File: config.mk
export PLATFORM = sky130hd
export DESIGN_NAME = lhe_cdiv
export DESIGN_NICKNAME = d
export VERILOG_FILES = /design/src/hdl/lhe_cdiv.sv
export SDC_FILE = /design/constraint.sdc
export NUM_CORES = 1
export LEC_CHECK = 0
export ABC_CLOCK_PERIOD_IN_PS = 13700
export CORE_MARGIN = 2
export CORE_UTILIZATION = 35
export CTS_CLUSTER_SIZE = 30
export DETAILED_ROUTE_END_ITERATION = 7
export DONT_BUFFER_PORTS = 1
export GPL_ROUTABILITY_DRIVEN = 0
export PLACE_DENSITY_LB_ADDON = 0.12
export SLEW_MARGIN = 20
export SYNTH_ARGS = -nofsm -noshare
export SYNTH_HDL_FRONTEND = slang
export SYNTH_SLANG_ARGS = --single-unit
File: constraint.sdc
create_clock -name clk -period 13.7 [get_ports clk]
set_input_delay 2.055 -clock clk [delete_from_list [all_inputs] [get_ports clk]]
set_output_delay 2.055 -clock clk [all_outputs]
set_load 0.02 [all_outputs]
File: src/hdl/lhe_cdiv.sv
// division by a constant: registered reciprocal estimate, then one correction step
module lhe_cdiv #(
	parameter int W = 16,
	parameter int D = 1000,
	parameter int SW = 1,
	localparam int RW = $clog2(D)
) (
	input  logic          clk,
	input  logic          arst_n,
	input  logic          en,
	input  logic          vld_in,
	input  logic [W-1:0]  num,
	input  logic [SW-1:0] side_in,
	output logic          vld_out,
	output logic [W-1:0]  quo,
	output logic [RW-1:0] rem,
	output logic [SW-1:0] side_out
);

	localparam longint unsigned RECIP = (64'd1 << W) / D;
	localparam logic [W-1:0] RCP = W'(RECIP);
	localparam logic [W-1:0] DIV = W'(D);

	logic [2*W-1:0] prod;
	logic           vld_s1;
	logic [W-1:0]   num_s1;
	logic [W-1:0]   est_s1;
	logic [SW-1:0]  side_s1;
	logic [W-1:0]   back;
	logic [W-1:0]   resid;
	logic           over;

	// estimate is the true quotient or one below it
	assign prod = {{W{1'b0}}, num} * {{W{1'b0}}, RCP};

	always_ff @(posedge clk or negedge arst_n) begin
		if (!arst_n) begin
			vld_s1 <= 1'b0;
		end else if (en) begin
			vld_s1 <= vld_in;
		end
	end

	always_ff @(posedge clk) begin
		if (en) begin
			num_s1 <= num;
			est_s1 <= prod[2*W-1:W];
			side_s1 <= side_in;
		end
	end

	assign back = est_s1 * DIV;
	assign resid = num_s1 - back;
	assign over = resid >= DIV;

	assign vld_out = vld_s1;
	assign quo = est_s1 + W'(over);
	assign rem = over ? RW'(resid - DIV) : RW'(resid);
	assign side_out = side_s1;

endmodule

### Word-level counts from Yosys, hierarchy flattened

Index checks and enable logic that the tools add are counted.

| storage, ports and cells | value |
|---|---|
| memories kept | 0 |
| bits in read-only memories | 0 |
| register bits | 25 |
| RAM bits | 0 |
| bits in latches | 0 |

| cells by class | value |
|---|---|
| equal/unequal tests | 0 |
| reductions and logical operators | 0 |
| $mul | 2 |
| divide/modulo/power cells | 0 |
| add/subtract/negate cells | 3 |
| bitwise operators | 0 |
| order comparisons | 1 |
| mux-type cells | 1 |
| shift operators | 0 |

Operators with widths:

| kind | number |
|---|---|
| 16-bit by 7-bit multiplier with 23-bit output (second input constant) | 1 |
| 16-bit by 10-bit greater-or-equal comparator with 1-bit output (second input constant) | 1 |
| 16-bit subtractor | 1 |
| 7-bit by 7-bit multiplier with 13-bit output (second input constant) | 1 |
| 10-bit 2-to-1 mux | 1 |
| 10-bit subtractor (second input constant) | 1 |
| 7-bit by 1-bit adder with 8-bit output | 1 |

### Longest topological paths before layout

Gate-level depths: netlist (run 1).

| logic depth | value |
|---|---|
| depth in word-level cells | 4 |
| depth in mapped cells | 25 |
| mapped depth without buffers | 25 |

### Least setup slack after synthesis (run 1)

OpenSTA, ideal clock, no wires.

| path | value |
|---|---|
| path kind | register -> output |
| start point | reg est_s1[0] |
| end point | out quo[1] |
| data arrival time | 5.626 ns |
| stages on the path, launching flop included | 23 |
| slack | 6.019 ns |
| path through | edfxtp_1 > fa_1 > xor2_1 > ha_1 > inv_1 > fa_1 > fa_1 > inv_1 > ha_1 > a21oi_1 > o21bai_1 > a21oi_1 > xnor2_1 > ha_1 > a21o_1 > o21ai_1 > a21oi_1 > a2111oi_2 > nand4_2 > a221oi_4 > nand2_2 > ha_1 > xor2_1 |

| on the way | value |
|---|---|
| longest elaborated chain between the ends | 4 |

RTL lines:

| item | line | text |
|---|---|---|
| start, declared | 27 | `logic [W-1:0] est_s1;` |
| start signal, assigned | 47 | `est_s1 <= prod[2*W-1:W];` |
| 7-bit by 7-bit multiplier with 13-bit output | 52 | `assign back = est_s1 * DIV;` |
| 16-bit subtractor | 53 | `assign resid = num_s1 - back;` |
| 16-bit by 10-bit greater-or-equal comparator with 1-bit output | 54 | `assign over = resid >= DIV;` |
| 7-bit by 1-bit adder with 8-bit output * | 57 | `assign quo = est_s1 + W'(over);` |
| end, declared | 15 | `output logic [W-1:0] quo,` |

Mark *: on every way between the ends. The rest lies on a longest branch, timed or not.

### Worst setup path in the final report (run 1)

| path | value |
|---|---|
| start point | reg est_s1[2] |
| end point | out quo[3] |

The elaborated chain is that of the path after synthesis.

==> run_results.csv, run 1 <==
group,metric,value,unit
run_status,status,"complete, no violations",
worst_setup_path,critical_path.max_fanout,8,
yosys,number_of_enable_flip_flop_cells_after_synthesis,24,
clock_network,cts_root_buf,"sky130_fd_sc_hd__clkbuf_8",
global_route,grt_most_used_layer,"met2",
routing,detailedRoute.firstPassIterationCount,4,
layout,num-nets-final,428,
clock_network,cts-buffers-inserted,3,
floorplanning,die_boundary_height,102,um
floorplanning,design.die.area,10300,um2
worst_hold_path,worst_hold_path.num_cells,1,
routing,drt_iter0_markers,98,
worst_setup_path,worstReg2RegEnd,"vld_out",
yosys,distinct_cell_type_count_of_the_synthesized_netlist,55,
yosys,yosysSeqAreaShare,22.4,%
worst_setup_path,worstSetupPathType,"reg -> out",
yosys,synth-compound-area-share,16.4,%
sta,rsz0062_at_grt,"no",
sta,report.final.hold_viol_count,0,
sta,finalSetupViolations,0,
floorplanning,start_util,36.0,%
yosys,synth_simple_gate_area_share,9.02,%
placement,dp.final_hpwl,5760,um
yosys,combinational_family_with_the_most_area_after_synthesis,"adder cells",
yosys,synthArstFlopShare,4.00,%
worst_setup_path,worst_path_arrival,6.33,ns
layout,share_of_layout_cells_above_drive_strength_1,4.97,%
yosys,post_synth_xor_area_fraction,8.15,%
floorplanning,row_count,35,
clock_network,postCtsHoldBufs,0,
yosys,ys_dominant_reg_cell,"sky130_fd_sc_hd__edfxtp_1",
yosys,synthMostInstantiatedCell,"sky130_fd_sc_hd__ha_1",
sta,tightestPinTransition,0.625,ns
global_route,groute.usage.overall,13.2,%
sta,worst_slew_margin_rel,57.2,%
worst_hold_path,min-delay-path-class,"reg -> reg",
yosys,yosys.area.top_type,"sky130_fd_sc_hd__ha_1",
sta,timing.final.crit_period,8.38,ns
clock_network,resized_cells_post_cts,0,
global_route,initial_antenna_violation_count,0,
worst_setup_path,end_kind,"primary output",
yosys,syn-instance-count,323,
clock_network,clock_tree_from_tritoncts,"built",
sta,slew_viol_final,0,
global_route,first_pass_grt_wire_length,10700,um
global_route,grtUsageMet2,22.6,%
yosys,post_synth_main_area_contributors,"sky130_fd_sc_hd__ha_1 (25%), sky130_fd_sc_hd__edfxtp_1 (22%), sky130_fd_sc_hd__fa_1 (11%)",
global_route,via_count_of_the_first_global_routing_pass,2182,
placement,port_buffers,0,
worst_setup_path,r2r_slack,12.85,ns
yosys,synth_mux_area_share,0.977,%
layout,ant_cells,0,
run,drv_cap,0,
floorplanning,design.core.area,9240,um2
routing,drt.antenna.violating_nets,0,
worst_setup_path,critPathRequiredTime,11.64,ns
clock_network,ctsHtreeMaxLevel,1,
floorplanning,die_w,102,um
worst_hold_path,worstHoldEndpoint,"vld_out",
yosys,yosys_register_bits,25,
global_route,grt_start_max_net_pins,26,
worst_setup_path,worst_reg_to_reg_cells,1,
yosys,netlist_area,3330,um2
worst_setup_path,worst_setup_path_start_kind,"register",
floorplanning,ioPinCount,49,
global_route,grt_overflow,0,
clock_network,number_of_clock_sinks_seen_by_cts,25,
clock_network,clock_latency,0.26,ns
yosys,arithmetic_cell_share_of_the_synthesized_area_counting_full_adders_half_adders_and_majority_gates,35.6,%
sta,final.setup_skew,0,ns
yosys,synth_top_area_share,24.8,%
sta,timing.fmax,119,MHz
yosys,ys_warn_count,0,
routing,post_drt_via_cell_ratio,4.92,
routing,num_vias,2221,
clock_network,postCtsSetupRepairBufs,0,
sta,tns,0,ns
yosys,netlist_top_cells_count,"sky130_fd_sc_hd__ha_1 (66), sky130_fd_sc_hd__inv_1 (40), sky130_fd_sc_hd__edfxtp_1 (24), sky130_fd_sc_hd__a21oi_1 (20), sky130_fd_sc_hd__xnor2_1 (19)",
yosys,avgSynthCellArea,10.3,um2
global_route,grtUsageMet1,17.5,%
worst_hold_path,min-delay-start,"vld_out",
global_route,groute.layer.met3.usage,1.79,%
layout,synthToLayoutAreaGrowth,4.17,%
sta,min_period_over_period,61.2,%
clock_network,cts_buffer_depth,2,
routing,avgRoutedWirePerCell,14.6,um
routing,drt_drc_violations_left,0,
routing,route.final.wire_length,6570,um
worst_setup_path,reg2reg_from,"vld_out",
clock_network,clkTransAtPathRegs,0.08,ns
sequential cells by signal (all words and copies together) (netlist names):
signal    count
est_s1        7
num_s1       16
side_out      1
vld_out       1
per-layer routing:
| metal | routed length [um] | share of wire (%) |
|---|---|---|
| met5 | 0 | 0 |
| met4 | 98 | 1.5 |
| met1 | 3010 | 46 |
| met3 | 274 | 4.2 |
| met2 | 3190 | 49 |
stage by stage:
| step | std cells | hold slack, ns | worst slack [ns] | util, % | instance area [um2] |
|---|---|---|---|---|---|
| final | 451 | 0.673 | 5.32 | 37.5 | 3470 |
| after floorplan | 330 | 0.636 | 6.02 | - | 3360 |
| after global routing | 451 | 0.707 | 4.83 | 37.5 | 3470 |
| after detailed placement | 447 | 0.653 | 5.58 | 37.0 | 3420 |
| after global placement | 447 | 0.653 | 5.66 | 37.0 | 3420 |
| after CTS | 451 | 0.677 | 5.28 | 37.5 | 3470 |
cells by family after synthesis:
group                    count (synthesis)
AO/OA/AOI/OAI                           73
XOR/XNOR                                31
adder cells (fa/ha/maj)                 84
buffers and inverters                   52
flip-flops                              25
multiplexers                             3
other                                    1
AND/OR/NAND/NOR                         54
cell type report:
class / count / area, um2
well taps: 129 / 161
clock buffers: 4 / 45.0
fillers: 928 / 5770
flip-flops and latches: 25 / 746
multi-input cells: 253 / 2370
inverters: 40 / 150
how the worst max path moves through the flow:
stage | cells past startpoint | end | slack [ns] | start
6_report | 23 | quo[3] | 5.32 | est_s1[2]
5_1_grt | 22 | quo[1] | 4.83 | est_s1[2]
4_1_cts | 23 | quo[3] | 5.28 | est_s1[2]
3_5_place_dp | 23 | quo[3] | 5.58 | est_s1[2]
3_3_place_gp | 23 | quo[3] | 5.66 | est_s1[2]
2_1_floorplan | 22 | quo[1] | 6.02 | est_s1[0]
cells in the final DEF, fill, tap and decap left out, drive strengths merged, types with 3 or more instances in the layout:
cell / count
ha: 66
inv: 40
edfxtp: 24
a21oi: 20
xnor2: 19
fa: 18
xor2: 12
nor2: 10
nand2: 10
o21ai: 10
a21o: 9
conb: 8
o21bai: 6
nand2b: 6
nor3: 5
nand4: 5
nand3: 4
a211oi: 4
clkbuf: 4
a2111oi: 3
nor2b: 3
a21boi: 3
or2: 3
o22ai: 3
o311ai: 3
worst max-delay path: stages, from the launching register on:
cell,delay (ns)
sky130_fd_sc_hd__edfxtp_1,0.53
sky130_fd_sc_hd__fa_1,0.63
sky130_fd_sc_hd__xor2_1,0.17
sky130_fd_sc_hd__ha_1,0.24
sky130_fd_sc_hd__inv_1,0.07
sky130_fd_sc_hd__fa_1,0.44
sky130_fd_sc_hd__fa_1,0.51
sky130_fd_sc_hd__inv_1,0.04
sky130_fd_sc_hd__ha_1,0.32
sky130_fd_sc_hd__a21oi_1,0.22
sky130_fd_sc_hd__o21bai_1,0.10
sky130_fd_sc_hd__a21oi_1,0.22
sky130_fd_sc_hd__xnor2_1,0.16
sky130_fd_sc_hd__ha_1,0.33
sky130_fd_sc_hd__a21o_1,0.25
sky130_fd_sc_hd__o21ai_1,0.14
sky130_fd_sc_hd__a21oi_1,0.09
sky130_fd_sc_hd__a2111oi_2,0.31
sky130_fd_sc_hd__nand4_2,0.18
sky130_fd_sc_hd__a221oi_4,0.32
sky130_fd_sc_hd__nand2_2,0.17
sky130_fd_sc_hd__ha_1,0.27
sky130_fd_sc_hd__nand2_1,0.12
sky130_fd_sc_hd__xnor2_1,0.26
Power of run 1 is left out: the tool's default activity adds up to more than one toggle a clock period on the data nets, which glitch-free logic cannot reach.
==> run 2: changes to the inputs <==
ABC_AREA = 1   (was not set)
ABC_CLOCK_PERIOD_IN_PS = 8500   (was 13700)
clock period = 8.5 ns   (was 13.7 ns; I/O delays follow)
==> run_results.csv, run 2 <==
group,metric,value,unit
worst_setup_path,end_kind,"primary output",
worst_setup_path,worst_setup_path_start_kind,"register",
worst_setup_path,critical_path.max_fanout,9,
routing,drt.antenna.violating_nets,0,
layout,final-seq-area,746,um2
layout,synthToLayoutAreaGrowth,4.31,%
floorplanning,start_util,36.0,%
clock_network,clock_latency,0.27,ns
layout,final_common_cell,"sky130_fd_sc_hd__nand2_1",
layout,area_occupied_by_multi_input_gates,2590,um2
yosys,synth_top_area_share,22.2,%
run_status,status,"complete, no violations",
sta,rsz0062_at_grt,"no",
worst_setup_path,cpMaxStageDelayCell,"sky130_fd_sc_hd__fa_1",
clock_network,number_of_clock_sinks_seen_by_cts,25,
worst_setup_path,crit_path_max_incr_delay,0.63,ns
yosys,syn-instance-count,469,
layout,instances_no_fill,605,
floorplanning,die_boundary_height,107,um
layout,final_cell_mix,"sky130_fd_sc_hd__nand2_1 (121), sky130_fd_sc_hd__inv_1 (84), sky130_fd_sc_hd__ha_1 (66)",
worst_setup_path,critPathRequiredTime,7.22,ns
placement,dp.final_hpwl,7210,um
clock_network,cts-buffers-inserted,3,
worst_setup_path,worst_path_arrival,6.26,ns
global_route,groute.usage.overall,15.2,%
floorplanning,ioPinCount,49,
routing,num_vias,2784,
yosys,yosys_register_bits,25,
layout,num-nets-final,575,
sta,final.setup_skew,0,ns
floorplanning,die_w,107,um
yosys,yosysSeqAreaShare,20.1,%
layout,largest_reg_flops,16,
clock_network,cts_root_buf,"sky130_fd_sc_hd__clkbuf_8",
layout,registers.top_by_ff_count,"num_s1",
clock_network,clock_tree_from_tritoncts,"built",
sta,finalSetupViolations,0,
yosys,ys_dominant_reg_cell,"sky130_fd_sc_hd__edfxtp_1",
global_route,via_count_of_the_first_global_routing_pass,2784,
yosys,post_synth_main_area_contributors,"sky130_fd_sc_hd__ha_1 (22%), sky130_fd_sc_hd__edfxtp_1 (19%), sky130_fd_sc_hd__nand2_1 (12%)",
routing,post_drt_via_cell_ratio,4.60,
sta,timing.fmax,133,MHz
layout,fillers,1059,
run,drv_cap,0,
worst_setup_path,worstSetupPathType,"reg -> out",
clock_network,clkTransAtPathRegs,0.09,ns
clock_network,ctsHtreeMaxLevel,1,
sta,min_period_over_period,88.7,%
yosys,yosys.area.top_type,"sky130_fd_sc_hd__ha_1",
global_route,first_pass_grt_wire_length,13700,um
global_route,initial_antenna_violation_count,0,
yosys,netlist_area,3720,um2
routing,drt_drc_violations_left,0,
yosys,synthMostInstantiatedCell,"sky130_fd_sc_hd__nand2_1",
placement,port_buffers,0,
clock_network,postCtsSetupRepairBufs,0,
layout,reg.largest.list,"num_s1 (16), est_s1 (7)",
floorplanning,design.die.area,11500,um2
routing,drt_iter0_markers,130,
clock_network,postCtsHoldBufs,0,
placement,place.detailed.instances,601,
clock_network,resized_cells_post_cts,0,
sta,report.final.hold_viol_count,0,
worst_setup_path,critPathMostFrequentCell,"sky130_fd_sc_hd__nand2_1",
global_route,grt_overflow,0,
sta,slew_viol_final,0,
yosys,ys_warn_count,0,
worst_hold_path,min-delay-path-class,"reg -> reg",
routing,avgRoutedWirePerCell,13.6,um
yosys,distinct_cell_type_count_of_the_synthesized_netlist,36,
sta,tns,0,ns
sta,timing.final.crit_period,7.54,ns
routing,route.final.wire_length,8240,um
floorplanning,design.core.area,10300,um2
layout,share_of_layout_cells_above_drive_strength_1,6.61,%
layout,ant_cells,0,
yosys,number_of_enable_flip_flop_cells_after_synthesis,24,
yosys,synthArstFlopShare,4.00,%
floorplanning,row_count,37,
yosys,netlist_top_cells_count,"sky130_fd_sc_hd__nand2_1 (121), sky130_fd_sc_hd__inv_1 (84), sky130_fd_sc_hd__ha_1 (66), sky130_fd_sc_hd__nand3_1 (29), sky130_fd_sc_hd__edfxtp_1 (24)",
clock_network,cts_buffer_depth,2,
routing,detailedRoute.firstPassIterationCount,4,
global_route,grt_start_max_net_pins,26,
yosys,avgSynthCellArea,7.92,um2
run 2: changes by cell type after synthesis, sizes merged, moves of 4 or more:
| cell | previous run | this run |
|---|---|---|
| xnor2 | 19 | 7 |
| nand2b | 6 | 0 |
| nand3 | 4 | 33 |
| a21o | 9 | 2 |
| nand2 | 10 | 133 |
| o21ai | 10 | 4 |
| nor2 | 10 | 27 |
| xor2 | 12 | 16 |
| inv | 40 | 85 |
| nor3 | 5 | 1 |
run 2: per-layer routing:
layer | global-route usage, % | up-vias | wire (um)
li1 | - | 1478 | -
met1 | 22.1 | 1247 | 4220
met2 | 24.6 | 57 | 3630
met3 | 2.25 | 2 | 358
met4 | 1.67 | 0 | 25
met5 | 0 | - | 0
run 2: cell families after synthesis:
group	after synthesis	synth area share (%)
compound gates	35	5.69
xor+xnor	23	5.62
fa+ha+maj	84	31.9
buf+inv	96	10.8
mux	1	0.303
other cells	1	0.101
simple gates	204	25.5
flops	25	20.1
run 2: path summary, 6_finish.rpt:
path                       slack, ns  cells after the start  endpoint      start
setup / recovery                0.96                     31    quo[6]  est_s1[0]
hold / removal                  0.68                      1   vld_out    vld_out
max in group asynchronous       7.75                      0   vld_out     arst_n
setup reg to reg                7.64                      1   vld_out    vld_out
hold reg to reg                 0.68                      1   vld_out    vld_out
min in group asynchronous       0.69                      0   vld_out     arst_n
run 2: through the flow:
step	setup WS, ns	utilization [%]	area [um2]	hold slack [ns]
5_1_grt	0.443	37.5	3880	0.671
3_3_place_gp	1.33	37.1	3830	0.656
3_5_place_dp	1.23	37.1	3830	0.654
2_1_floorplan	1.70	-	3740	0.636
6_report	0.963	37.5	3880	0.685
4_1_cts	0.896	37.5	3880	0.678
run 2: area by class of cell:
class                   instances  area share [%]
multi-input cells             355            66.9
flip-flops and latches         25            19.2
inverters                      85            8.23
well taps                     136            4.39
clock buffers                   3            1.07
clock inverters                 1           0.129
run 2: worst max-delay path: cells and delay by family, from the launching register on:
family | cells | cell delay [ns]
AOI/OAI and AO/OA | 2 | 0.31
xor gates and xnor gates | 3 | 0.69
adders and majority gates | 7 | 2.67
buffers and inverters | 2 | 0.11
DFF | 1 | 0.54
and+or+nand+nor | 17 | 1.66
Power of run 2 is left out for the same reason.
