`src/hdl/lhe_pkg.sv`:
```
// shared types, constants and helpers for the led hsl effect generator
package lhe_pkg;

	localparam int SIZE_W = 16;
	localparam int CFG_W = 16;
	localparam int IDX_W = 3;

	localparam int TICKS_PER_K = 1000;
	localparam int HUE_DEG = 360;
	localparam int LVL_DEN = 255;

	// Q0.16 constants, one extra bit so unity itself fits
	localparam logic [16:0] UNITY = 17'h10000;
	localparam logic [16:0] HALF = 17'h08000;
	localparam logic [16:0] THIRD = 17'd21845;
	localparam logic [16:0] TWO_THIRDS = 17'd43690;

	typedef enum logic [IDX_W-1:0] {
		REG_MODE,
		REG_FRAME_SIZE,
		REG_BASE_HUE,
		REG_SATURATION,
		REG_LIGHTNESS,
		REG_HUE_RATE,
		REG_SECOND_RATE,
		REG_DUTY
	} reg_idx_t;

	typedef enum logic [1:0] {
		MODE_SPARK_ASYNC,
		MODE_SPARK_SYNC,
		MODE_METEOR_ASYNC,
		MODE_METEOR_SYNC
	} mode_t;

	typedef struct packed {
		mode_t             mode;
		logic [SIZE_W-1:0] frame_size;
		logic [7:0]        base_hue;
		logic [7:0]        saturation;
		logic [7:0]        lightness;
		logic [7:0]        hue_rate;
		logic [7:0]        second_rate;
		logic [7:0]        duty;
	} cfg_t;

	function automatic logic [7:0] clamp_level(input logic [9:0] v, input logic [7:0] lo,
		input logic [7:0] hi);
		logic [7:0] res;
		if (v < {2'b00, lo}) begin
			res = lo;
		end else if (v > {2'b00, hi}) begin
			res = hi;
		end else begin
			res = v[7:0];
		end
		return res;
	endfunction

endpackage

```
`src/hdl/lhe_cdiv.sv`:
```
// division by a constant: registered reciprocal estimate, then one correction step
module lhe_cdiv #(
	parameter int W = 16,
	parameter int D = 1000,
	parameter int SW = 1,
	localparam int RW = $clog2(D)
) (
	input  logic          clk,
	input  logic          arst_n,
	input  logic          en,
	input  logic          vld_in,
	input  logic [W-1:0]  num,
	input  logic [SW-1:0] side_in,
	output logic          vld_out,
	output logic [W-1:0]  quo,
	output logic [RW-1:0] rem,
	output logic [SW-1:0] side_out
);

	localparam longint unsigned RECIP = (64'd1 << W) / D;
	localparam logic [W-1:0] RCP = W'(RECIP);
	localparam logic [W-1:0] DIV = W'(D);

	logic [2*W-1:0] prod;
	logic           vld_s1;
	logic [W-1:0]   num_s1;
	logic [W-1:0]   est_s1;
	logic [SW-1:0]  side_s1;
	logic [W-1:0]   back;
	logic [W-1:0]   resid;
	logic           over;

	// estimate is the true quotient or one below it
	assign prod = {{W{1'b0}}, num} * {{W{1'b0}}, RCP};

	always_ff @(posedge clk or negedge arst_n) begin
		if (!arst_n) begin
			vld_s1 <= 1'b0;
		end else if (en) begin
			vld_s1 <= vld_in;
		end
	end

	always_ff @(posedge clk) begin
		if (en) begin
			num_s1 <= num;
			est_s1 <= prod[2*W-1:W];
			side_s1 <= side_in;
		end
	end

	assign back = est_s1 * DIV;
	assign resid = num_s1 - back;
	assign over = resid >= DIV;

	assign vld_out = vld_s1;
	assign quo = est_s1 + W'(over);
	assign rem = over ? RW'(resid - DIV) : RW'(resid);
	assign side_out = side_s1;

endmodule

```
`src/hdl/lhe_hsl.sv`:
```
// hsl to rgb conversion in Q0.16, truncation to 8 bits and clamp
module lhe_hsl
	import lhe_pkg::*;
#(
	parameter int LO = 0,
	parameter int HI = 255
) (
	input  logic       clk,
	input  logic       arst_n,
	input  logic       en,
	input  cfg_t       cfg,
	input  logic       vld_in,
	input  logic [8:0] hue,
	input  logic [7:0] lnum,
	input  logic [15:0] lmet,
	input  logic       blank,
	output logic       vld_out,
	output logic [7:0] chan [3]
);

	localparam int NCH = 3;
	localparam logic [7:0] LO8 = 8'(LO);
	localparam logic [7:0] HI8 = 8'(HI);

	typedef enum logic [1:0] {SEG_RISE, SEG_HIGH, SEG_FALL, SEG_LOW} seg_t;

	logic        meteor;
	logic        vld_h;
	logic [24:0] hquo_h;
	logic [24:0] side_h;
	logic [7:0]  lnum_h;
	logic [15:0] lmet_h;
	logic        blank_h;

	assign meteor = (cfg.mode == MODE_METEOR_ASYNC) || (cfg.mode == MODE_METEOR_SYNC);

	// hue degrees to Q0.16
	lhe_cdiv #(.W(25), .D(HUE_DEG), .SW(25)) u_hdiv (
		.clk      (clk),
		.arst_n   (arst_n),
		.en       (en),
		.vld_in   (vld_in),
		.num      ({hue, 16'd0}),
		.side_in  ({lnum, lmet, blank}),
		.vld_out  (vld_h),
		.quo      (hquo_h),
		.rem      (),
		.side_out (side_h)
	);

	assign {lnum_h, lmet_h, blank_h} = side_h;

	logic        vld_c1, vld_c2, vld_c3, vld_c4, vld_c5, vld_c6;
	logic        blank_c1, blank_c2, blank_c3, blank_c4, blank_c5;
	logic [15:0] l_c1, l_c2;
	logic [16:0] s_c1, s_c2;
	logic [32:0] ls_c2;
	logic [16:0] t_c1 [NCH];
	logic [16:0] t_c2 [NCH];
	logic [16:0] t_c3 [NCH];
	logic [16:0] v1_c3, v2_c3, d_c3;
	logic [16:0] v1_c4, v2_c4, d_c4;
	logic [16:0] v1_c5, v2_c5;
	seg_t        seg_c4 [NCH];
	seg_t        seg_c5 [NCH];
	logic [15:0] f_c4 [NCH];
	logic [32:0] p_c5 [NCH];
	logic [7:0]  chan_c6 [NCH];

	logic [15:0] hval;
	logic [16:0] ls;
	logic [17:0] v2_wide;
	logic [16:0] v2, v1, twol;

	assign hval = hquo_h[15:0];

	always_ff @(posedge clk or negedge arst_n) begin
		if (!arst_n) begin
			vld_c1 <= 1'b0;
			vld_c2 <= 1'b0;
			vld_c3 <= 1'b0;
			vld_c4 <= 1'b0;
			vld_c5 <= 1'b0;
			vld_c6 <= 1'b0;
		end else if (en) begin
			vld_c1 <= vld_h;
			vld_c2 <= vld_c1;
			vld_c3 <= vld_c2;
			vld_c4 <= vld_c3;
			vld_c5 <= vld_c4;
			vld_c6 <= vld_c5;
		end
	end

	// v2 from one shared l*s product
	assign ls = ls_c2[32:16];
	assign v2_wide = ({2'b00, l_c2} < {1'b0, HALF}) ? {2'b00, l_c2} + {1'b0, ls}
		: {2'b00, l_c2} + {1'b0, s_c2} - {1'b0, ls};
	assign v2 = v2_wide[16:0];
	assign twol = {l_c2, 1'b0};
	assign v1 = (twol > v2) ? twol - v2 : 17'd0;

	always_ff @(posedge clk) begin
		if (en) begin
			l_c1 <= meteor ? lmet_h : {lnum_h, lnum_h};
			s_c1 <= (cfg.saturation == 8'hFF) ? UNITY : {1'b0, cfg.saturation, cfg.saturation};
			blank_c1 <= blank_h;

			ls_c2 <= {17'd0, l_c1} * {16'd0, s_c1};
			l_c2 <= l_c1;
			s_c2 <= s_c1;
			blank_c2 <= blank_c1;

			v1_c3 <= v1;
			v2_c3 <= v2;
			d_c3 <= v2 - v1;
			blank_c3 <= blank_c2;

			v1_c4 <= v1_c3;
			v2_c4 <= v2_c3;
			d_c4 <= d_c3;
			blank_c4 <= blank_c3;

			v1_c5 <= v1_c4;
			v2_c5 <= v2_c4;
			blank_c5 <= blank_c4;
		end
	end

	for (genvar c = 0; c < NCH; c++) begin : g_chan
		logic [16:0] tw;
		logic [16:0] hsum;
		logic [19:0] six_t;
		logic [18:0] three_t;
		logic [19:0] fall_f;
		seg_t        seg;
		logic [15:0] f;
		logic [16:0] inc;
		logic [17:0] cval;
		logic [25:0] scaled;

		assign hsum = {1'b0, hval} + THIRD;

		// red leads by a third, blue lags by a third, wrapped into one turn
		if (c == 0) begin : g_red
			assign tw = (hsum > UNITY) ? hsum - UNITY : hsum;
		end else if (c == 1) begin : g_green
			assign tw = {1'b0, hval};
		end else begin : g_blue
			assign tw = ({1'b0, hval} < THIRD) ? {1'b0, hval} + UNITY - THIRD
				: {1'b0, hval} - THIRD;
		end

		assign six_t = {t_c3[c], 2'b00} + {1'b0, t_c3[c], 1'b0};
		assign three_t = {1'b0, t_c3[c], 1'b0} + {2'b00, t_c3[c]};
		assign fall_f = 20'((TWO_THIRDS - t_c3[c]) * 6);

		always_comb begin
			if (six_t < {3'b000, UNITY}) begin
				seg = SEG_RISE;
				f = six_t[15:0];
			end else if (t_c3[c] < HALF) begin
				seg = SEG_HIGH;
				f = 16'd0;
			end else if (three_t < {1'b0, UNITY, 1'b0}) begin
				seg = SEG_FALL;
				f = fall_f[15:0];
			end else begin
				seg = SEG_LOW;
				f = 16'd0;
			end
		end

		assign inc = p_c5[c][32:16];

		always_comb begin
			case (seg_c5[c])
				SEG_RISE, SEG_FALL: cval = {1'b0, v1_c5} + {1'b0, inc};
				SEG_HIGH: cval = {1'b0, v2_c5};
				SEG_LOW: cval = {1'b0, v1_c5};
				default: cval = {1'b0, v1_c5};
			endcase
		end

		// c * 255 / 65536
		assign scaled = {cval, 8'd0} - {8'd0, cval};

		always_ff @(posedge clk) begin
			if (en) begin
				t_c1[c] <= tw;
				t_c2[c] <= t_c1[c];
				t_c3[c] <= t_c2[c];
				seg_c4[c] <= seg;
				f_c4[c] <= f;
				seg_c5[c] <= seg_c4[c];
				p_c5[c] <= {16'd0, d_c4} * {17'd0, f_c4[c]};
				chan_c6[c] <= blank_c5 ? clamp_level(10'd0, LO8, HI8)
					: clamp_level(scaled[25:16], LO8, HI8);
			end
		end

		assign chan[c] = chan_c6[c];
	end

	assign vld_out = vld_c6;

endmodule

```
`config.mk`:
```
export PLATFORM = sky130hd
export DESIGN_NAME = lhe_hsl
export DESIGN_NICKNAME = d
export VERILOG_FILES = /design/src/hdl/lhe_pkg.sv /design/src/hdl/lhe_cdiv.sv /design/src/hdl/lhe_hsl.sv
export SDC_FILE = /design/constraint.sdc
export NUM_CORES = 2
export LEC_CHECK = 0
export ABC_AREA = 1
export BUFFER_PORTS_ARGS = -buffer_cell sky130_fd_sc_hd__clkbuf_2
export CELL_PAD_IN_SITES_DETAIL_PLACEMENT = 1
export CELL_PAD_IN_SITES_GLOBAL_PLACEMENT = 1
export CORE_MARGIN = 2
export CORE_UTILIZATION = 25
export DETAILED_ROUTE_END_ITERATION = 12
export HOLD_SLACK_MARGIN = 0.15
export PLACE_DENSITY_LB_ADDON = 0.1
export RECOVER_POWER = 25
export SYNTH_ARGS = -nofsm -noshare
export SYNTH_HDL_FRONTEND = slang
export SYNTH_SLANG_ARGS = --single-unit
```
`constraint.sdc`:
```
create_clock -name clk -period 6.99 [get_ports clk]
set_input_delay 0.699 -clock clk [delete_from_list [all_inputs] [get_ports clk]]
set_output_delay 0.699 -clock clk [all_outputs]
set_load 0.02 [all_outputs]
```
## Word-level counts from Yosys, hierarchy flattened

Memories as Yosys holds them, arrays and structs flattened.
Index checks and enable logic that the tools add are counted.

- Register bits after elaboration: 298
- RAM bits: 336
- Bits of input ports: 104
- Output and inout port bits: 25
- Logic and storage cells: 153
- Memories kept: 8

- Add/sub/neg operators: 27
- $mul: 9
- $lt $le $gt $ge: 20
- Equality and inequality tests: 12
- Mux-type cells: 41
- Reductions and logical operators: 7

Memory list:

| memory | words | width | rd ports | clocked after Yosys merged registers in | write ports | RTL line | source |
|---|---|---|---|---|---|---|---|
| p_c5 | 3 | 33 | 3 | 0 | 3 | lhe_hsl.sv:67 | `logic [32:0] p_c5 [NCH];` |
| t_c1 | 3 | 17 | 3 | 0 | 3 | lhe_hsl.sv:58 | `logic [16:0] t_c1 [NCH];` |
| t_c2 | 3 | 17 | 3 | 0 | 3 | lhe_hsl.sv:59 | `logic [16:0] t_c2 [NCH];` |
| t_c3 | 3 | 17 | 3 | 0 | 3 | lhe_hsl.sv:60 | `logic [16:0] t_c3 [NCH];` |
| f_c4 | 3 | 16 | 3 | 0 | 3 | lhe_hsl.sv:66 | `logic [15:0] f_c4 [NCH];` |
| chan_c6 | 3 | 8 | 3 | 0 | 3 | lhe_hsl.sv:68 | `logic [7:0] chan_c6 [NCH];` |
| +2 memories | - | - | - | - | - | - |  |

Operators by type and width:

| cell | number |
|---|---|
| 18-bit case mux with 3 select lines | 3 |
| 16-bit two-way mux | 10 |
| 17-bit by 16-bit multiplier with 33-bit output | 3 |
| 32-bit by 2-bit multiplier with 15-bit output, second input constant | 3 |
| 8-bit two-way mux | 12 |
| 17-bit two-way mux | 5 |
| 26-bit by 18-bit subtractor with 26-bit output | 3 |
| 19-bit by 18-bit adder with 20-bit output | 3 |
| 20-bit by 17-bit less-than comparator with 1-bit output, second input constant | 3 |
| 18-bit by 17-bit adder with 19-bit output | 3 |
| 19-bit by 18-bit less-than comparator with 1-bit output, second input constant | 3 |
| 17-bit by 17-bit adder with 18-bit output | 3 |
| 16-bit by 17-bit subtractor with 18-bit output, first input constant | 3 |
| 17-bit by 16-bit less-than comparator with 1-bit output, second input constant | 3 |
| 17-bit subtractor | 3 |
| 16-bit by 17-bit adder with 17-bit output | 2 |
| 16-bit by 17-bit multiplier with 33-bit output | 1 |
| 10-bit by 8-bit > comparator with 1-bit output, second input constant | 3 |
| 10-bit by 1-bit less-than comparator with 1-bit output, second input constant | 3 |
| 25-bit by 9-bit greater-or-equal comparator with 1-bit output, second input constant | 1 |
| 9-bit by 16-bit multiplier with 25-bit output, second input constant | 1 |
| 25-bit subtractor | 1 |
| 17-bit by 6-bit multiplier with 22-bit output, second input constant | 1 |
| 16-bit by 15-bit adder with 17-bit output, second input constant | 1 |
| other kinds (17) | 39 |

## Depth between registers and ports, before layout

An unclocked memory read counts as a cell.

- Depth after elaboration: 10
- Mapped depth: 52
- Gate-level depth less buffers: 52

## Modules after synthesis

A second synthesis with hierarchy kept.

- Cells, all modules: 9216
- Area, all modules: 77400.5 µm²

Modules (own cells, without submodules):

| module | instances | cells each | area an instance (µm²) | sequential area each (µm²) |
|---|---|---|---|---|
| lhe_hsl | 1 | 7760 | 64858.5 | 14774.2 |
| lhe_cdiv | 1 | 1456 | 12542.0 | 2037.0 |

## Least setup slack after synthesis

OpenSTA, ideal clock, no wires.

- Path type: register to register
- Start: reg u_hdiv.est_s1[2]
- End: mem t_c1[0][16] (data pin)
- Library setup time: 0.255 ns
- Arrival time: 6.245 ns
- Required time: 6.735 ns
- Setup slack: 0.489 ns
- Cell stages (with the launch flop): 44
- Path buffers: 0
- Clock period less this slack: 6.501 ns
- Cells stage by stage: edfxtp_1 ha_1 ha_1 inv_1 fa_1 inv_1 ha_1 inv_1 fa_1 inv_1 nand3_1 nand2_1 nand3_1 nand3_1 a21oi_1 o21bai_1 nand2_1 o21ai_0 [... 8 more ...] nand2_1 xor2_1 nand4_1 ha_1 ha_1 ha_1 nor2_1 o21ai_1 nand2_4 a21oi_2 or2_4 nand2_4 nand2_4 nand2_2 nand2_2 nand2_2 xor2_2 nor2_2

RTL lines:

| item | RTL line | source |
|---|---|---|
| from (decl) | lhe_cdiv.sv:27 | `logic [W-1:0] est_s1;` |
| from (signal assigned) | lhe_cdiv.sv:47 | `est_s1 <= prod[2*W-1:W];` |
| to (decl) | lhe_hsl.sv:58 |  |

==> results by group <==
Synth
  • Post-Synth XOR/XNOR Area: 3.73%
  • Syn avg cell area: 8.46 µm²
  • Cell taking the most area after synthesis: fa_1
  • Post-Syn Nets: 10148
  • Post-synthesis cell type count: 67
  • Synth warn: 0
  • Mapped Area: 70800 µm²
  • Register area share after synthesis: 23.1%
  • Post-Synth Simple-Gate Area: between 10% and 20%
  • Largest family of logic cells by synthesized area: adder cells
  • Yosys reg bits: between 500 and 600
  • Mux contribution to synthesized area: 0.0159%
  • Post-synthesis cell count: 8376
  • Ranking of synthesized cells by area: fa_1 (23%), edfxtp_1 (23%), ha_1 (15%)
  • Synth Area in Compound Gates: 7.05%
  • Post-synthesis adder-cell area fraction: 38.3%
  • Top-area cell type share of the netlist area: 23.5%

Cells and area
  • Syn-to-layout area delta: 14.2%
  • Final net count: 10420
  • Cell Count, Final, Fillers Out: 12448
  • Layout cell share with drive strength beyond 1: under 10%
  • Fin area: 80900 µm²

Placement
  • Post-DP HPWL: 194000 µm
  • Port bufs: between 70 and 80
  • RD Place Congestion: 0.824
  • Post-Place Cells: between 10000 and 15000
  • Dpl cell area: 77500 µm²
  • Worst setup slack after placement: -0.596 ns

Floorplanning
  • Chip height: 536 µm
  • Die area: 288000 µm²
  • # IOs: 129
  • Placement Rows: 195
  • Die width: 536 µm
  • CORE AREA: 282000 µm²
  • Initial Utilization: 25.1%

Clocking
  • Total CTS buffers: 74
  • Clk buf depth: 3
  • CTS tree: built
  • Reg clk slew, reported paths: roughly 0.060 ns
  • Root buffer cell: clkbuf_16
  • Clock sink count: approximately 550
  • H-Tree Depth: 3
  • Worst-Skew Late Latency: 0.72 ns

STA
  • Worst Slack Setup Final: 0.177 ns
  • RSZ-0062 raised after global routing: true
  • Max Slew Vio Count: 93
  • Slew headroom: -255%
  • Fmax: about 150 MHz
  • Period minus WS final: between 6 and 7 ns
  • Fin. Hold Viols: 0
  • Worst slew pin tran: 5.33 ns
  • Part of the cycle the worst path needs: 97.5%
  • Setup Skew: 0.0453 ns
  • Final setup vio count: 0

Setup path
  • CP Launch Type: flop
  • Crit path largest cell delay: 0.48 ns
  • Crit path kind: reg2reg
  • Critical-path maximum fanout: 3
  • Top cell by count, worst path: nand2_1
  • CP max-delay cell: fa_1
  • CP endpoint kind: flop
  • Worst EP arrival: 7.27 ns
  • Worst EP required: between 7 and 8 ns

Route
  • Vias/cell: 4.36
  • Overall routed net length: 236000 µm
  • DRC Markers: 0
  • Vias: 54285
  • Pre-antenna DRT Iters: 5
  • Wire per inst: about 19 µm
  • DRT iter0 DRCs: between 2000 and 2500
  • Antenna viol nets, final: 0

GRT
  • Total grt overflow: 0
  • Initial antenna violation count: 10
  • Overall Global Routing Usage: between 10% and 20%
  • Largest net degree at the start of global routing: between 150 and 200
  • First-pass GRT wire length: 366000 µm
  • Vias in the first global route: 61080

Min path
  • Hold Crit Class: in2reg

Job
  • Number of max-cap violations: 1

Outcome
  • Failing checks: max-capacitance violations, max-slew violations
  • Status: finished, violations left
==> layout by cell type, fill, tap and decap left out, types with 12 or more instances in the layout <==
cell type,n
inv_1,1997
nand2_1,1846
fa_1,829
ha_1,819
edfxtp_1,538
a21oi_1,442
nor2_1,309
buf_4,307
nand3_1,285
xor2_1,210
o21ai_0,197
xnor2_1,84
clkbuf_16,74
nand4_1,65
clkbuf_2,56
nor3_1,55
nand2_2,44
nand3b_1,39
a22oi_1,37
o21bai_1,29
dlygate4sd3_1,27
clkbuf_1,25
inv_2,21
o21ai_1,21
a21o_1,20
buf_12,18
a31oi_1,16
or2_2,15
o211ai_1,15
ha_4,15
o31ai_1,13
o21ai_2,12
clkinv_1,12
==> final cells by class <==
class,instances,area [µm²]
clock buffers,82,1880
well taps,3743,4680
clock inverters,49,551
inverters,2022,7600
fillers,33336,201000
repair buffers,432,3360
flip-flops and latches,545,16300
multi-input cells,5573,46500
diodes,2,5.00
==> per-layer routing <==
| layer | track usage (%) | vias to the layer above | share of wire (%) |
|---|---|---|---|
| li1 | - | 26463 | - |
| met1 | 22.0 | 27096 | 47 |
| met2 | 28.8 | 504 | 48 |
| met3 | 1.64 | 222 | 2.3 |
| met4 | 4.53 | 0 | 2.9 |
| met5 | 0 | - | 0 |
==> synthesized netlist by cell type (all sizes together) <==
| master | count |
|---|---|
| a31oi | 17 |
| conb | 1 |
| o221a | 1 |
| edfxtp | 538 |
| xnor2 | 85 |
| o21a | 11 |
| a21o | 20 |
| a21oi | 456 |
| buf | 22 |
| fa | 831 |
| o31ai | 13 |
| mux2 | 1 |
| nand4 | 65 |
| a21boi | 17 |
| a221oi | 4 |
| nand2 | 1895 |
| o22ai | 4 |
| or2 | 17 |
| inv | 2022 |
| o21ai | 235 |
| o21bai | 30 |
| a32oi | 3 |
| nor4 | 11 |
| nor3 | 61 |
| and3 | 1 |
| a41oi | 2 |
| a31o | 1 |
| a22oi | 37 |
| o211a | 1 |
| xor2 | 213 |
| o2111ai | 1 |
| a211oi | 6 |
| clkbuf | 214 |
| and2 | 10 |
| nand3 | 292 |
| nor2 | 328 |
| ha | 837 |
| o221ai | 8 |
| dfrtp | 7 |
| o22a | 1 |
| o211ai | 15 |
| nand3b | 39 |
| o311ai | 3 |
==> cell families after synthesis <==
group | after synthesis
buf+inv | 2258
other cells | 1
mux | 1
flops | 545
fa+ha+maj | 1668
simple gates | 2719
compound gates | 886
xor+xnor | 298
==> flip-flops by register name, summed over array words and instances, names as in the netlist, 24 cells and up <==
signal / cells
t_c3: 49
f_c4: 45
p_c5: 51
chan_c6: 24
u_hdiv.side_out: 25
t_c1: 49
t_c2: 49
==> what timing repair did <==
item	CTS	global route
hold endpoints to repair	33	0
setup endpoints to repair	24	35
gates resized for setup	62	82
buffers inserted	12	16
pin swaps	42	52
hold buffers	27	0
==> stage by stage <==
stage                     util, %  hold WS [ns]  setup TNS, ns
after global placement       27.5         0.402          -7.61
after global routing         28.7         0.292          -3.13
after detailed placement     27.5         0.405          -7.63
final                        28.7         0.318              0
after CTS                    28.6         0.187         -0.156
after floorplan                 -         0.400              0
==> worst max-delay path: cells and delay by family, from the launching register on <==
family / cells / cell delay, ns
adders and majority gates: 8 / 2.48
and+or+nand+nor: 23 / 1.97
AOI/OAI and AO/OA: 7 / 0.75
buffers and inverters: 5 / 0.53
DFF: 1 / 0.47
xor gates and xnor gates: 2 / 0.34
==> final timing paths <==
| check | start | to | slack [ns] | cells after the start |
|---|---|---|---|---|
| hold reg to reg | t_c2[0][18]$_DFFE_PP_ | t_c3[0][18]$_DFFE_PP_ | 0.40 | 0 |
| max in group asynchronous | arst_n | vld_c4$_DFFE_PN0P_ | 6.31 | 2 |
| setup reg to reg | u_hdiv.est_s1[5]$_DFFE_PP_ | t_c1[0][16]$_DFFE_PP_ | 0.18 | 45 |
| hold / removal | cfg[38] | s_c1[14]$_SDFFCE_PP0P_ | 0.32 | 3 |
| setup / recovery | u_hdiv.est_s1[5]$_DFFE_PP_ | t_c1[0][16]$_DFFE_PP_ | 0.18 | 45 |
| min in group asynchronous | arst_n | vld_c3$_DFFE_PN0P_ | 0.40 | 2 |
Power is not shown: default switching activity piles up to over one toggle a cycle in this logic, so the estimate is an artifact.
